$ cat config.mk
export PLATFORM = sky130hd
export DESIGN_NAME = balanced_quinary_sum_converter_top_flat
export DESIGN_NICKNAME = d
export VERILOG_FILES = /design/src/bqsc_pkg.sv /design/src/bqsc_if.sv /design/src/bqsc_ctrl.sv /design/src/bqsc_dp.sv /design/src/balanced_quinary_sum_converter_top.sv /design/src/flat_wrapper.sv
export VERILOG_INCLUDE_DIRS = /design/src /design/src/src
export SDC_FILE = /design/constraint.sdc
export NUM_CORES = 1
export LEC_CHECK = 0
export ABC_AREA = 1
export BUFFER_PORTS_ARGS = -buffer_cell sky130_fd_sc_hd__buf_2
export CORE_MARGIN = 2
export CORE_UTILIZATION = 60
export CTS_BUF_LIST = sky130_fd_sc_hd__clkbuf_4
export DETAILED_ROUTE_END_ITERATION = 6
export MAX_ROUTING_LAYER = met4
export PLACE_DENSITY = 0.77
export RECOVER_POWER = 100
export SLEW_MARGIN = 20
export SYNTH_ARGS = -nofsm -noshare
export SYNTH_HDL_FRONTEND = slang
export SYNTH_SLANG_ARGS = --single-unit
$ cat constraint.sdc
create_clock -name clock -period 10.1 [get_ports clock]
set_clock_uncertainty 0.05 [all_clocks]
set_input_delay 1.01 -clock clock [delete_from_list [all_inputs] [get_ports clock]]
set_output_delay 1.01 -clock clock [all_outputs]
set_load 0.05 [all_outputs]
$ cat src/balanced_quinary_sum_converter_top_assert.svh
// Assertion macros for the balanced quinary sum converter
`ifndef BALANCED_QUINARY_SUM_CONVERTER_TOP_ASSERT_SVH
`define BALANCED_QUINARY_SUM_CONVERTER_TOP_ASSERT_SVH

// same-cycle implication
`define BQSC_ASSERT_SAME(label, clk, rst, ante, cons) \
   label: assert property (@(posedge clk) disable iff (rst) (ante) |-> (cons)) \
      else $error("bqsc assertion failed");

// next-cycle implication
`define BQSC_ASSERT_NEXT(label, clk, rst, ante, cons) \
   label: assert property (@(posedge clk) disable iff (rst) (ante) |=> (cons)) \
      else $error("bqsc assertion failed");

`endif

$ cat src/bqsc_pkg.sv
// Package: types and constants of the balanced quinary sum converter
`timescale 1ns / 1ps
package bqsc_pkg;

   localparam int CountWidth = 5;

   typedef logic [1:0] action_type;
   localparam action_type ACT_DIGIT  = 2'd0;
   localparam action_type ACT_END    = 2'd1;
   localparam action_type ACT_FINISH = 2'd2;

   typedef enum logic [2:0] {
      ST_IDLE,
      ST_CHECK,
      ST_DIVIDE,
      ST_DIGIT,
      ST_EMIT
   } state_type;

   typedef struct packed {
      logic horner;
      logic add_end;
      logic start_conv;
      logic load_empty;
      logic div_step;
      logic store_digit;
      logic start_emit;
      logic emit_digit;
   } cmd_type;

   typedef struct packed {
      logic value_zero_or_neg;
      logic div_done;
      logic conv_done;
      logic emit_last;
      logic slot_free;
   } status_type;

endpackage

$ cat src/bqsc_if.sv
// Channel interfaces: request and response transactions with valid/ready
`timescale 1ns / 1ps
interface bqsc_req_if;
   logic              valid;
   logic              ready;
   logic [1:0]        action;
   logic signed [2:0] digit_value;

   modport source (output valid, output action, output digit_value, input ready);
   modport sink (input valid, input action, input digit_value, output ready);
endinterface

interface bqsc_rsp_if;
   logic              valid;
   logic              ready;
   logic signed [2:0] digit_value_res;
   logic              last;
   logic              empty_res;

   modport source (output valid, output digit_value_res, output last, output empty_res,
                   input ready);
   modport sink (input valid, input digit_value_res, input last, input empty_res,
                 output ready);
endinterface

$ cat src/bqsc_ctrl.sv
// Controller state machine of the balanced quinary sum converter
`timescale 1ns / 1ps
module bqsc_ctrl (
   input  logic                 clock,
   input  logic                 reset,
   input  logic                 req_valid,
   input  bqsc_pkg::action_type req_action,
   output logic                 req_ready,
   input  bqsc_pkg::status_type status,
   output bqsc_pkg::cmd_type    cmd,
   output bqsc_pkg::state_type  state
);
   import bqsc_pkg::*;

   state_type state_ff;
   state_type state_in;

   always_ff @(posedge clock) begin
      if (reset) begin
         state_ff <= ST_IDLE;
      end else begin
         state_ff <= state_in;
      end
   end

   always_comb begin
      state_in  = state_ff;
      cmd       = '0;
      req_ready = 1'b0;
      case (state_ff)
         ST_IDLE: begin
            req_ready = 1'b1;
            if (req_valid) begin
               case (req_action)
                  ACT_DIGIT:  cmd.horner  = 1'b1;
                  ACT_END:    cmd.add_end = 1'b1;
                  ACT_FINISH: begin
                     cmd.start_conv = 1'b1;
                     state_in       = ST_CHECK;
                  end
                  default: ;
               endcase
            end
         end
         ST_CHECK: begin
            if (status.value_zero_or_neg) begin
               if (status.slot_free) begin
                  cmd.load_empty = 1'b1;
                  state_in       = ST_IDLE;
               end
            end else begin
               state_in = ST_DIVIDE;
            end
         end
         ST_DIVIDE: begin
            cmd.div_step = 1'b1;
            if (status.div_done) begin
               state_in = ST_DIGIT;
            end
         end
         ST_DIGIT: begin
            cmd.store_digit = 1'b1;
            if (status.conv_done) begin
               cmd.start_emit = 1'b1;
               state_in       = ST_EMIT;
            end else begin
               state_in = ST_DIVIDE;
            end
         end
         ST_EMIT: begin
            if (status.slot_free) begin
               cmd.emit_digit = 1'b1;
               if (status.emit_last) begin
                  state_in = ST_IDLE;
               end
            end
         end
         default: state_in = ST_IDLE;
      endcase
   end

   assign state = state_ff;

endmodule

$ cat src/bqsc_dp.sv
// Datapath: Horner accumulation, chunked divide by five, digit buffer, output register
`timescale 1ns / 1ps
module bqsc_dp #(
   parameter int VALUE_WIDTH = 64,
   parameter int MAX_DIGITS  = 28
) (
   input  logic                 clock,
   input  logic                 reset,
   input  bqsc_pkg::cmd_type    cmd,
   output bqsc_pkg::status_type status,
   input  logic signed [2:0]    req_digit_value,
   input  logic                 rsp_ready,
   output logic                 rsp_valid,
   output logic signed [2:0]    rsp_digit_value_res,
   output logic                 rsp_last,
   output logic                 rsp_empty_res
);
   import bqsc_pkg::*;

   localparam int IdxWidth   = $clog2(MAX_DIGITS);
   localparam int ChunkBits  = 16;
   localparam int ChunkCount = (VALUE_WIDTH + ChunkBits - 1) / ChunkBits;
   localparam int PadWidth   = ChunkCount * ChunkBits;
   // ceil(2^22 / 5): exact quotient for every dividend below 2^22
   localparam logic [19:0] RecipFive = 20'd838861;

   logic [VALUE_WIDTH-1:0] cur_ff, cur_in;
   logic [VALUE_WIDTH-1:0] sum_ff;
   logic [VALUE_WIDTH-1:0] total;
   logic [PadWidth-1:0]    quo_ff, quo_in, quo_adj;
   logic [2:0]             rem_ff, rem_in;
   logic [ChunkBits+2:0]   div_x;
   logic [ChunkBits+22:0]  div_prod;
   logic [ChunkBits-1:0]   div_q;
   logic [ChunkBits+2:0]   div_r;
   logic [1:0]             step_cnt_ff;
   logic [CountWidth-1:0]  count_ff;
   logic [IdxWidth-1:0]    rd_idx_ff;
   logic [2:0]             digit_in;
   logic [2:0]             buf_mem [MAX_DIGITS];
   logic                   rsp_valid_ff;
   logic [2:0]             rsp_digit_ff;
   logic                   rsp_last_ff;
   logic                   rsp_empty_ff;

   always_comb begin
      cur_in   = (cur_ff << 2) + cur_ff
               + {{(VALUE_WIDTH-3){req_digit_value[2]}}, req_digit_value};
      total    = sum_ff + cur_ff;
      // one chunk per step, most significant first, remainder carried in on top
      div_x    = {rem_ff, quo_ff[PadWidth-1 -: ChunkBits]};
      div_prod = {20'd0, div_x} * {{(ChunkBits+3){1'b0}}, RecipFive};
      div_q    = div_prod[ChunkBits+21:22];
      div_r    = div_x - {1'b0, div_q, 2'b00} - {3'b000, div_q};
      rem_in   = div_r[2:0];
      quo_in   = (quo_ff << ChunkBits) | PadWidth'(div_q);
      // remainders 3 and 4 become digits -2 and -1 with a carry into the quotient
      quo_adj  = quo_ff + PadWidth'(rem_ff > 3'd2);
      digit_in = (rem_ff > 3'd2) ? 3'(rem_ff - 3'd5) : rem_ff;
   end

   always_ff @(posedge clock) begin
      if (reset) begin
         cur_ff      <= '0;
         sum_ff      <= '0;
         count_ff    <= '0;
         step_cnt_ff <= '0;
      end else begin
         if (cmd.horner) begin
            cur_ff <= cur_in;
         end
         if (cmd.add_end) begin
            sum_ff <= sum_ff + cur_ff;
            cur_ff <= '0;
         end
         if (cmd.start_conv) begin
            cur_ff      <= '0;
            sum_ff      <= '0;
            count_ff    <= '0;
            step_cnt_ff <= '0;
         end
         if (cmd.div_step) begin
            step_cnt_ff <= step_cnt_ff + 1'b1;
         end
         if (cmd.store_digit) begin
            count_ff    <= count_ff + 1'b1;
            step_cnt_ff <= '0;
         end
      end
   end

   always_ff @(posedge clock) begin
      if (cmd.start_conv) begin
         quo_ff <= PadWidth'(total);
         rem_ff <= '0;
      end else if (cmd.div_step) begin
         quo_ff <= quo_in;
         rem_ff <= rem_in;
      end else if (cmd.store_digit) begin
         quo_ff <= quo_adj;
         rem_ff <= '0;
      end
   end

   always_ff @(posedge clock) begin
      if (cmd.store_digit) begin
         buf_mem[count_ff[IdxWidth-1:0]] <= digit_in;
      end
   end

   always_ff @(posedge clock) begin
      if (cmd.start_emit) begin
         rd_idx_ff <= count_ff[IdxWidth-1:0];
      end else if (cmd.emit_digit) begin
         rd_idx_ff <= rd_idx_ff - 1'b1;
      end
   end

   always_ff @(posedge clock) begin
      if (reset) begin
         rsp_valid_ff <= 1'b0;
      end else if (cmd.load_empty || cmd.emit_digit) begin
         rsp_valid_ff <= 1'b1;
      end else if (rsp_ready) begin
         rsp_valid_ff <= 1'b0;
      end
   end

   always_ff @(posedge clock) begin
      if (cmd.load_empty) begin
         rsp_digit_ff <= '0;
         rsp_last_ff  <= 1'b1;
         rsp_empty_ff <= 1'b1;
      end else if (cmd.emit_digit) begin
         rsp_digit_ff <= buf_mem[rd_idx_ff];
         rsp_last_ff  <= (rd_idx_ff == '0);
         rsp_empty_ff <= 1'b0;
      end
   end

   always_comb begin
      status.value_zero_or_neg = (quo_ff == '0) || quo_ff[VALUE_WIDTH-1];
      status.div_done          = (step_cnt_ff == 2'(ChunkCount - 1));
      status.conv_done         = (quo_adj == '0)
                               || (count_ff == CountWidth'(MAX_DIGITS - 1));
      status.emit_last         = (rd_idx_ff == '0);
      status.slot_free         = !rsp_valid_ff || rsp_ready;
   end

   assign rsp_valid           = rsp_valid_ff;
   assign rsp_digit_value_res = rsp_digit_ff;
   assign rsp_last            = rsp_last_ff;
   assign rsp_empty_res       = rsp_empty_ff;

endmodule

$ cat src/balanced_quinary_sum_converter_top.sv
// Top level of the balanced quinary sum converter
//
// Request channel (req_if): one transaction per cycle while ready carries an
// action and a balanced base-5 digit. Digit transactions run Horner steps on the
// number in progress, end-of-number transactions add it to the running sum; both
// leave the block idle and it is ready again at the next edge. Action 3 is dropped.
// A finish transaction adds the pending number and converts the sum to
// balanced base-5 digits, sent on the response channel (rsp_if) most
// significant first with last set on the final one. A zero or negative sum
// gives a single transaction with empty_res and last set. Otherwise a check
// state, then per digit one 16-bit divide-by-five step per cycle over the
// chunks, most significant first, and a store; then the digits are sent, each
// held back while the output register is full. Request ready is low from the
// finish until the last digit or the empty result sits in the output register.
// A registered response stage holds a result while the receiver stalls; the
// block accepts the next request as soon as the last result sits in that
// register. Synchronous reset clears the number, the sum and the output valid.
`timescale 1ns / 1ps
module balanced_quinary_sum_converter_top #(
   parameter int VALUE_WIDTH = 64,
   parameter int MAX_DIGITS  = 28
) (
   input logic       clock,
   input logic       reset,
   bqsc_req_if.sink  req_if,
   bqsc_rsp_if.source rsp_if
);
   import bqsc_pkg::*;

   cmd_type    cmd;
   status_type status;
   state_type  state;

   bqsc_ctrl u_ctrl (
      .clock      (clock),
      .reset      (reset),
      .req_valid  (req_if.valid),
      .req_action (req_if.action),
      .req_ready  (req_if.ready),
      .status     (status),
      .cmd        (cmd),
      .state      (state)
   );

   bqsc_dp #(
      .VALUE_WIDTH (VALUE_WIDTH),
      .MAX_DIGITS  (MAX_DIGITS)
   ) u_dp (
      .clock               (clock),
      .reset               (reset),
      .cmd                 (cmd),
      .status              (status),
      .req_digit_value     (req_if.digit_value),
      .rsp_ready           (rsp_if.ready),
      .rsp_valid           (rsp_if.valid),
      .rsp_digit_value_res (rsp_if.digit_value_res),
      .rsp_last            (rsp_if.last),
      .rsp_empty_res       (rsp_if.empty_res)
   );

`include "balanced_quinary_sum_converter_top_assert.svh"

   `BQSC_ASSERT_NEXT(a_finish_busy, clock, reset,
      req_if.valid && req_if.ready && (req_if.action == ACT_FINISH), !req_if.ready)
   `BQSC_ASSERT_SAME(a_empty_single, clock, reset,
      rsp_if.valid && rsp_if.empty_res,
      rsp_if.last && (rsp_if.digit_value_res == 3'sd0))
   `BQSC_ASSERT_SAME(a_digit_range, clock, reset,
      rsp_if.valid && !rsp_if.empty_res,
      (rsp_if.digit_value_res != 3'sd3) && (rsp_if.digit_value_res != -3'sd4))
   `BQSC_ASSERT_SAME(a_emit_blocks_req, clock, reset,
      (state == ST_DIVIDE) || (state == ST_DIGIT), !rsp_if.valid || !cmd.emit_digit)

endmodule

$ cat src/flat_wrapper.sv
// flat-port wrapper written by rule: the top's interface ports become plain ports
module balanced_quinary_sum_converter_top_flat import bqsc_pkg::*;
#(
   parameter int VALUE_WIDTH = 64,
   parameter int MAX_DIGITS  = 28
)
  (clock, reset, req_if_valid, req_if_action, req_if_digit_value, req_if_ready, rsp_if_valid, rsp_if_digit_value_res, rsp_if_last, rsp_if_empty_res, rsp_if_ready);
  bqsc_req_if req_if_i ();
  bqsc_rsp_if rsp_if_i ();
  input logic clock;
  input logic reset;
  input wire logic [$bits(req_if_i.valid)-1:0] req_if_valid;
  input wire logic [$bits(req_if_i.action)-1:0] req_if_action;
  input wire logic [$bits(req_if_i.digit_value)-1:0] req_if_digit_value;
  output wire logic [$bits(req_if_i.ready)-1:0] req_if_ready;
  output wire logic [$bits(rsp_if_i.valid)-1:0] rsp_if_valid;
  output wire logic [$bits(rsp_if_i.digit_value_res)-1:0] rsp_if_digit_value_res;
  output wire logic [$bits(rsp_if_i.last)-1:0] rsp_if_last;
  output wire logic [$bits(rsp_if_i.empty_res)-1:0] rsp_if_empty_res;
  input wire logic [$bits(rsp_if_i.ready)-1:0] rsp_if_ready;
  assign req_if_i.valid = req_if_valid;
  assign req_if_i.action = req_if_action;
  assign req_if_i.digit_value = req_if_digit_value;
  assign req_if_ready = req_if_i.ready;
  assign rsp_if_valid = rsp_if_i.valid;
  assign rsp_if_digit_value_res = rsp_if_i.digit_value_res;
  assign rsp_if_last = rsp_if_i.last;
  assign rsp_if_empty_res = rsp_if_i.empty_res;
  assign rsp_if_i.ready = rsp_if_ready;
  balanced_quinary_sum_converter_top #(.VALUE_WIDTH(VALUE_WIDTH), .MAX_DIGITS(MAX_DIGITS)) u_core (.clock(clock), .reset(reset), .req_if(req_if_i), .rsp_if(rsp_if_i));
endmodule
* Word level (Yosys, flattened, before mapping)
Memory sizes are Yosys's and may differ from the RTL's. A register that Yosys moved wholly into a read port is not among the register bits.
Cells that the tools add are included.
** Storage, ports and cells
- Flip-flop bits (word level) :: 213
- Bits in latches :: 0
- Bits in writable memories :: 84
- ROM bits :: 0
- Bits of input ports :: 9
- Output and inout bits :: 7
- Word-level logic and storage cells :: 97
- Memories :: 1
** Operators by class
- Add/subtract/negate cells :: 10
- Multiply operators :: 1
- Divide/modulo/power cells :: 0
- Order comparisons :: 1
- Equality and inequality tests :: 14
- Shift-type cells :: 0
- Mux-type cells :: 38
- Bitwise logic cells :: 1
- Reductions and logical operators :: 20
** Memory list
- u_core.u_dp.buf_mem :: depth 28, bits a word 3, rd ports 1, clocked after Yosys merged registers in 1, write ports 1, RTL line bqsc_dp.sv:40 : logic [2:0] buf_mem [MAX_DIGITS];
** Operator list (count)
- adder 64 bit :: 3
- 2-to-1 mux 64 bit :: 3
- zero test 64 bit :: 2
- adder 64 x 1 -> 64 bit :: 1
- OR 64 x 16 -> 64 bit :: 1
- 2-to-1 mux 3 bit :: 13
- multiplier 19 x 20 -> 38 bit (second input constant) :: 1
- 2-to-1 mux 5 bit :: 4
- case mux 3 bit (5 select lines) :: 1
- 2-to-1 mux 1 bit :: 14
- nonzero test 2 bit :: 5
- inequality test 2 x 1 -> 1 bit (second input constant) :: 4
- equality test 3 x 2 -> 1 bit (second input constant) :: 2
- 2-to-1 mux 2 bit :: 3
- AND reduction 6 bit :: 1
- subtractor 3 bit :: 2
- adder 5 x 1 -> 5 bit (second input constant) :: 1
- equality test 5 bit (second input constant) :: 1
- zero test 5 bit :: 1
- subtractor 5 x 1 -> 5 bit (second input constant) :: 1
- equality test 2 bit (second input constant) :: 2
- logical OR 1 bit :: 4
- OR reduction 2 bit :: 2
- equality test 3 x 1 -> 1 bit (second input constant) :: 1
- other kinds (12) :: 12

* Longest topological paths before layout
- Word-level depth :: 9
- Depth in mapped cells :: 33
- Depth with buffers taken out :: 33

* By module
A second synthesis with hierarchy kept.
** Unflattened totals
- Cell total of the unflattened synthesis :: 4562
- Area, all modules :: 31300.0 um^2
** Modules (own cells, without submodules)
- bqsc_dp :: times used 1, cells an instance 4512, area each 31001.0 um^2, seq. area each 7477.2 um^2
- bqsc_ctrl :: times used 1, cells an instance 50, area each 299.0 um^2, seq. area each 60.1 um^2

* Worst setup path before layout
No wires, ideal clock.
- Kind :: register -> register
- Start :: register u_core.u_dp.quo_ff[52]
- End :: register u_core.u_dp.rem_ff[2]
- Setup time :: 0.120 ns
- Arrival :: 5.792 ns
- Required time :: 9.930 ns
- Path slack :: 4.137 ns
- Cell stages (with the launch flop) :: 30
- Buffers on the path :: 0
- Period minus slack after synthesis :: 5.963 ns
- Path through :: edfxtp_1 inv_1 ha_1 inv_1 fa_1 inv_1 nand3_1 nand2_1 inv_1 ha_1 fa_1 fa_1 inv_1 fa_1 inv_1 ha_1 nand2_1 nor2_1 nand4_1 o21ai_0 a21oi_1 xnor2_1 ha_1 inv_1 fa_1 xnor2_1 o21bai_1 nand2_1 nand3_1 nand3_1
** On the way
- Cells in the longest elaborated chain, start to end :: 4
** Ends and longest elaborated chain
- start, declared :: RTL line bqsc_dp.sv:30 : logic [PadWidth-1:0] quo_ff, quo_in, quo_adj;
- start signal, assigned :: RTL line bqsc_dp.sv:94 : quo_ff <= PadWidth'(total);
- start signal, assigned :: RTL line bqsc_dp.sv:97 : quo_ff <= quo_in;
- start signal, assigned :: RTL line bqsc_dp.sv:100 : quo_ff <= quo_adj;
- multiplier 19 x 20 -> 38 bit (*) :: RTL line bqsc_dp.sv:52 : div_prod = {20'd0, div_x} * {{(ChunkBits+3){1'b0}}, RecipFive};
- subtractor 3 bit :: RTL line bqsc_dp.sv:54 : div_r = div_x - {1'b0, div_q, 2'b00} - {3'b000, div_q};
- subtractor 3 bit (*) :: RTL line bqsc_dp.sv:54
- 2-to-1 mux 3 bit (*) :: RTL line bqsc_dp.sv:96 : end else if (cmd.div_step) begin
- end signal, assigned :: RTL line bqsc_dp.sv:98 : rem_ff <= rem_in;
- end, declared :: RTL line bqsc_dp.sv:31 : logic [2:0] rem_ff, rem_in;
Mark *: on every way between the ends. The rest lies on a longest branch, timed or not.
A chain may end at the register's enable or synchronous reset.

* Worst setup path in the final report
- Start :: register u_core.u_ctrl.state_ff[0] (netlist: u_core.u_ctrl.state[0])
- End :: register u_core.u_dp.cur_ff[5]
** On the way
- Cells in the longest elaborated chain, start to end :: 3
** Ends and longest elaborated chain
- start, declared :: RTL line bqsc_ctrl.sv:15 : state_type state_ff;
- start signal, assigned :: RTL line bqsc_ctrl.sv:22 : state_ff <= state_in;
- zero test 3 bit (*) :: RTL line bqsc_ctrl.sv:30 : case (state_ff)
- 2-to-1 mux 3 bit (*) :: RTL line bqsc_ctrl.sv:30
- OR reduction 3 bit (no line)
- end signal, assigned :: RTL line bqsc_dp.sv:70 : cur_ff <= cur_in;
- end, declared :: RTL line bqsc_dp.sv:27 : logic [VALUE_WIDTH-1:0] cur_ff, cur_in;
Marks and branches as above.

==> results.sh <==
export IMPL_status="finished with violations"
export IMPL_violations="max-capacitance violations, max-slew violations"
export IMPL_postLayoutCoreUtil=0.646
export IMPL_cts_sink_count=300
export IMPL_drive_above_1_share=0.0435
export IMPL_nFillCells=4649
export IMPL_synth_main_ff_cell="edfxtp_1"
export IMPL_critPathKind="register to register"
export IMPL_worstPathArrival_ns=8.12
export IMPL_min_path_type="input pin to register"
export IMPL_regToRegStartpoint="u_core.u_ctrl.state[0]$_SDFFE_PP0P_"
export IMPL_die_area_um2=51700
export IMPL_r2r_end="u_core.u_dp.cur_ff[5]$_SDFFE_PP0P_"
export IMPL_p_total_mw=8.50
export IMPL_ff2ff_setup_slack_ns=2.66
export IMPL_grt_use_total=0.387
export IMPL_holdPathStages=2
export IMPL_final_common_cell="nand2_1"
export IMPL_critPathLaunchType="register"
export IMPL_period_needed_ns=7.44
export IMPL_ant_nets=0
export IMPL_clk_pin_slew_ns=0.08
export IMPL_max_freq_ghz=0.134
export IMPL_stdcell_count=4940
export IMPL_wire_per_inst_um=19.6
export IMPL_first_pass_iters=6
export IMPL_ys_seq_area_frac=0.252
export IMPL_antenna_found_initial=3
export IMPL_via_per_inst=5.79
export IMPL_gp_congestion=1.07
export IMPL_p_per_area_nw_per_um2=268
export IMPL_crit_required_ns=10.78
export IMPL_finalHoldWorstSlack_ns=0.350
export IMPL_vdd_ir_drop_worst_v=0.000602
export IMPL_synth_edf_count=153
export IMPL_cts_hold_fix_buffers=0
export IMPL_cts_resized=0
export IMPL_cts_setup_buffers=0
export IMPL_drt_total_wl_um=96700
export IMPL_syn_cell_area_um2=30000
export IMPL_rows=81
export IMPL_crit_start="u_core.u_ctrl.state[0]$_SDFFE_PP0P_"
export IMPL_die_w_um=227
export IMPL_max_slew_margin=-1.42
export IMPL_drv_cap=10
export IMPL_core_um2=49200
export IMPL_fin_tns_setup_ns=0
export IMPL_fin_crit_sh=0.737
export IMPL_pre_cts_ws_ns=3.47
export IMPL_cp_max_fo=42
export IMPL_remaining_drc_errors=0
export IMPL_finalHoldViolations=0
export IMPL_layout_nets=4666
export IMPL_setup_violations=0
export IMPL_initial_utilization=0.610
export IMPL_setup_ws_ns=2.66
export IMPL_place_hpwl_um=78300
export IMPL_hp_start="reset"
export IMPL_htreeDepth=3
export IMPL_final_cell_mix="nand2_1, inv_1, nor2_1"
export IMPL_clk_latency_ns=0.86
export IMPL_grt_max_degree=67
export IMPL_grt_first_pass_wirelength_um=149000
export IMPL_cts_buffer_depth=3
export IMPL_slew_viol_final=394
export IMPL_synth_seq_cells=300
export IMPL_area_growth_pct=5.95
export IMPL_end_kind="register"
export IMPL_netlist_instances=4160
export IMPL_grt_pass1_vias=27600
export IMPL_cts_buffers=83
export IMPL_yosysWarnings=0
export IMPL_root_buffer="clkbuf_4"
export IMPL_synth_nets=4613
export IMPL_synth_avg_cell_area_um2=7.20
export IMPL_overflow=0
export IMPL_rr_worst_depth=12
export IMPL_drtIter0Drc=2438
export IMPL_place_inst=4792
export IMPL_fin_area_um2=31700
export IMPL_tightest_slew_ns=3.63
export IMPL_placed_area_um2=30800
export IMPL_dieHeight_um=227
export IMPL_portBuffers=15
export IMPL_p_leak_nw=14.6
export IMPL_cts_tree="done"
export IMPL_ys_types=57
export IMPL_cp_endpoint="u_core.u_dp.cur_ff[5]$_SDFFE_PP0P_"
export IMPL_ioPinCount=16
export IMPL_async_flop_share=0
export IMPL_rsz0062_at_grt="false"
export IMPL_vias=28600
## how the worst min path moves through the flow
| stage | to | slack [ns] |
|---|---|---|
| after global routing | u_core.u_dp.count_ff[1]$_SDFFE_PP0P_ | 0.31 |
| after global placement | u_core.u_dp.sum_ff[36]$_SDFFE_PP0P_ | 0.39 |
| after detailed placement | u_core.u_dp.sum_ff[42]$_SDFFE_PP0P_ | 0.40 |
| final | u_core.u_dp.count_ff[1]$_SDFFE_PP0P_ | 0.35 |
| after floorplan | u_core.u_dp.sum_ff[3]$_SDFFE_PP0P_ | 0.38 |
| after CTS | u_core.u_dp.count_ff[1]$_SDFFE_PP0P_ | 0.29 |
## Yosys cell counts, types with 66 or more instances
library cell,count,area [um2]
dfxtp_1,147,2940
edfxtp_1,153,4590
nand3_1,179,896
a21oi_1,296,1480
xor2_1,67,587
inv_1,634,2380
ha_1,289,3620
fa_1,155,3100
xnor2_1,66,578
nand2_1,795,2980
nor2_1,615,2310
o21ai_0,319,1600
## metal layers
metal	part of all wire	wire, um	global-route usage	up-vias
met5	0	0	-	-
met4	0.060	5770	0.215	0
met3	0.074	7110	0.0675	292
met2	0.46	44500	0.621	1094
met1	0.41	39300	0.463	13300
li1	-	-	-	13900
## kinds of logic (layout without fill, tap and decap cells)
group	count (synthesis)	in the layout	share of synthesized area
simple gates	1752	1752	0.242
compound gates	824	824	0.155
buf+inv	707	820	0.0887
fa+ha+maj	444	444	0.224
flops	300	300	0.252
xor+xnor	133	133	0.0389
other cells	0	3	0
## area by class of cell
cell class	count	area [um2]	area share
antenna	3	7.51	0.000237
clock buffer	105	788	0.0248
clock inverter	40	240	0.00757
inverter	637	2390	0.0753
multi-input combinational	3153	19700	0.622
sequential	300	7540	0.237
tap	664	831	0.0262
timing repair buffer	38	200	0.00631
## flip-flops by register name (all words and copies together), names as in the netlist, 2 cells and up
| name | count |
|---|---|
| u_core.u_ctrl.state | 3 |
| u_core.u_dp.buf_mem | 84 |
| u_core.u_dp.count_ff | 5 |
| u_core.u_dp.cur_ff | 64 |
| u_core.u_dp.quo_ff | 64 |
| u_core.u_dp.rd_idx_ff | 5 |
| u_core.u_dp.rem_ff | 3 |
| u_core.u_dp.rsp_digit_value_res | 3 |
| u_core.u_dp.step_cnt_ff | 2 |
| u_core.u_dp.sum_ff | 64 |
## worst max-delay path, stage by stage, from the launching register on
cell and delay [ns]:
dfxtp_1 0.42, nor3_1 0.11, nand3_1 0.09, clkbuf_1 1.50, clkinv_1 0.22, clkbuf_1 0.98, nor2_1 0.32, inv_1 0.12
nor2_4 0.08, clkbuf_1 1.26, clkbuf_1 1.54, o21ai_0 0.32, a21oi_1 0.21
## power by group
| group | switching (mW) | total [mW] | internal, mW |
|---|---|---|---|
| clock | 0.554 | 1.10 | 0.547 |
| combinational | 3.94 | 5.92 | 1.98 |
| sequential | 0.0785 | 1.48 | 1.40 |
| total | 4.58 | 8.50 | 3.93 |
Note: power is estimated with default switching activity, not from simulation.
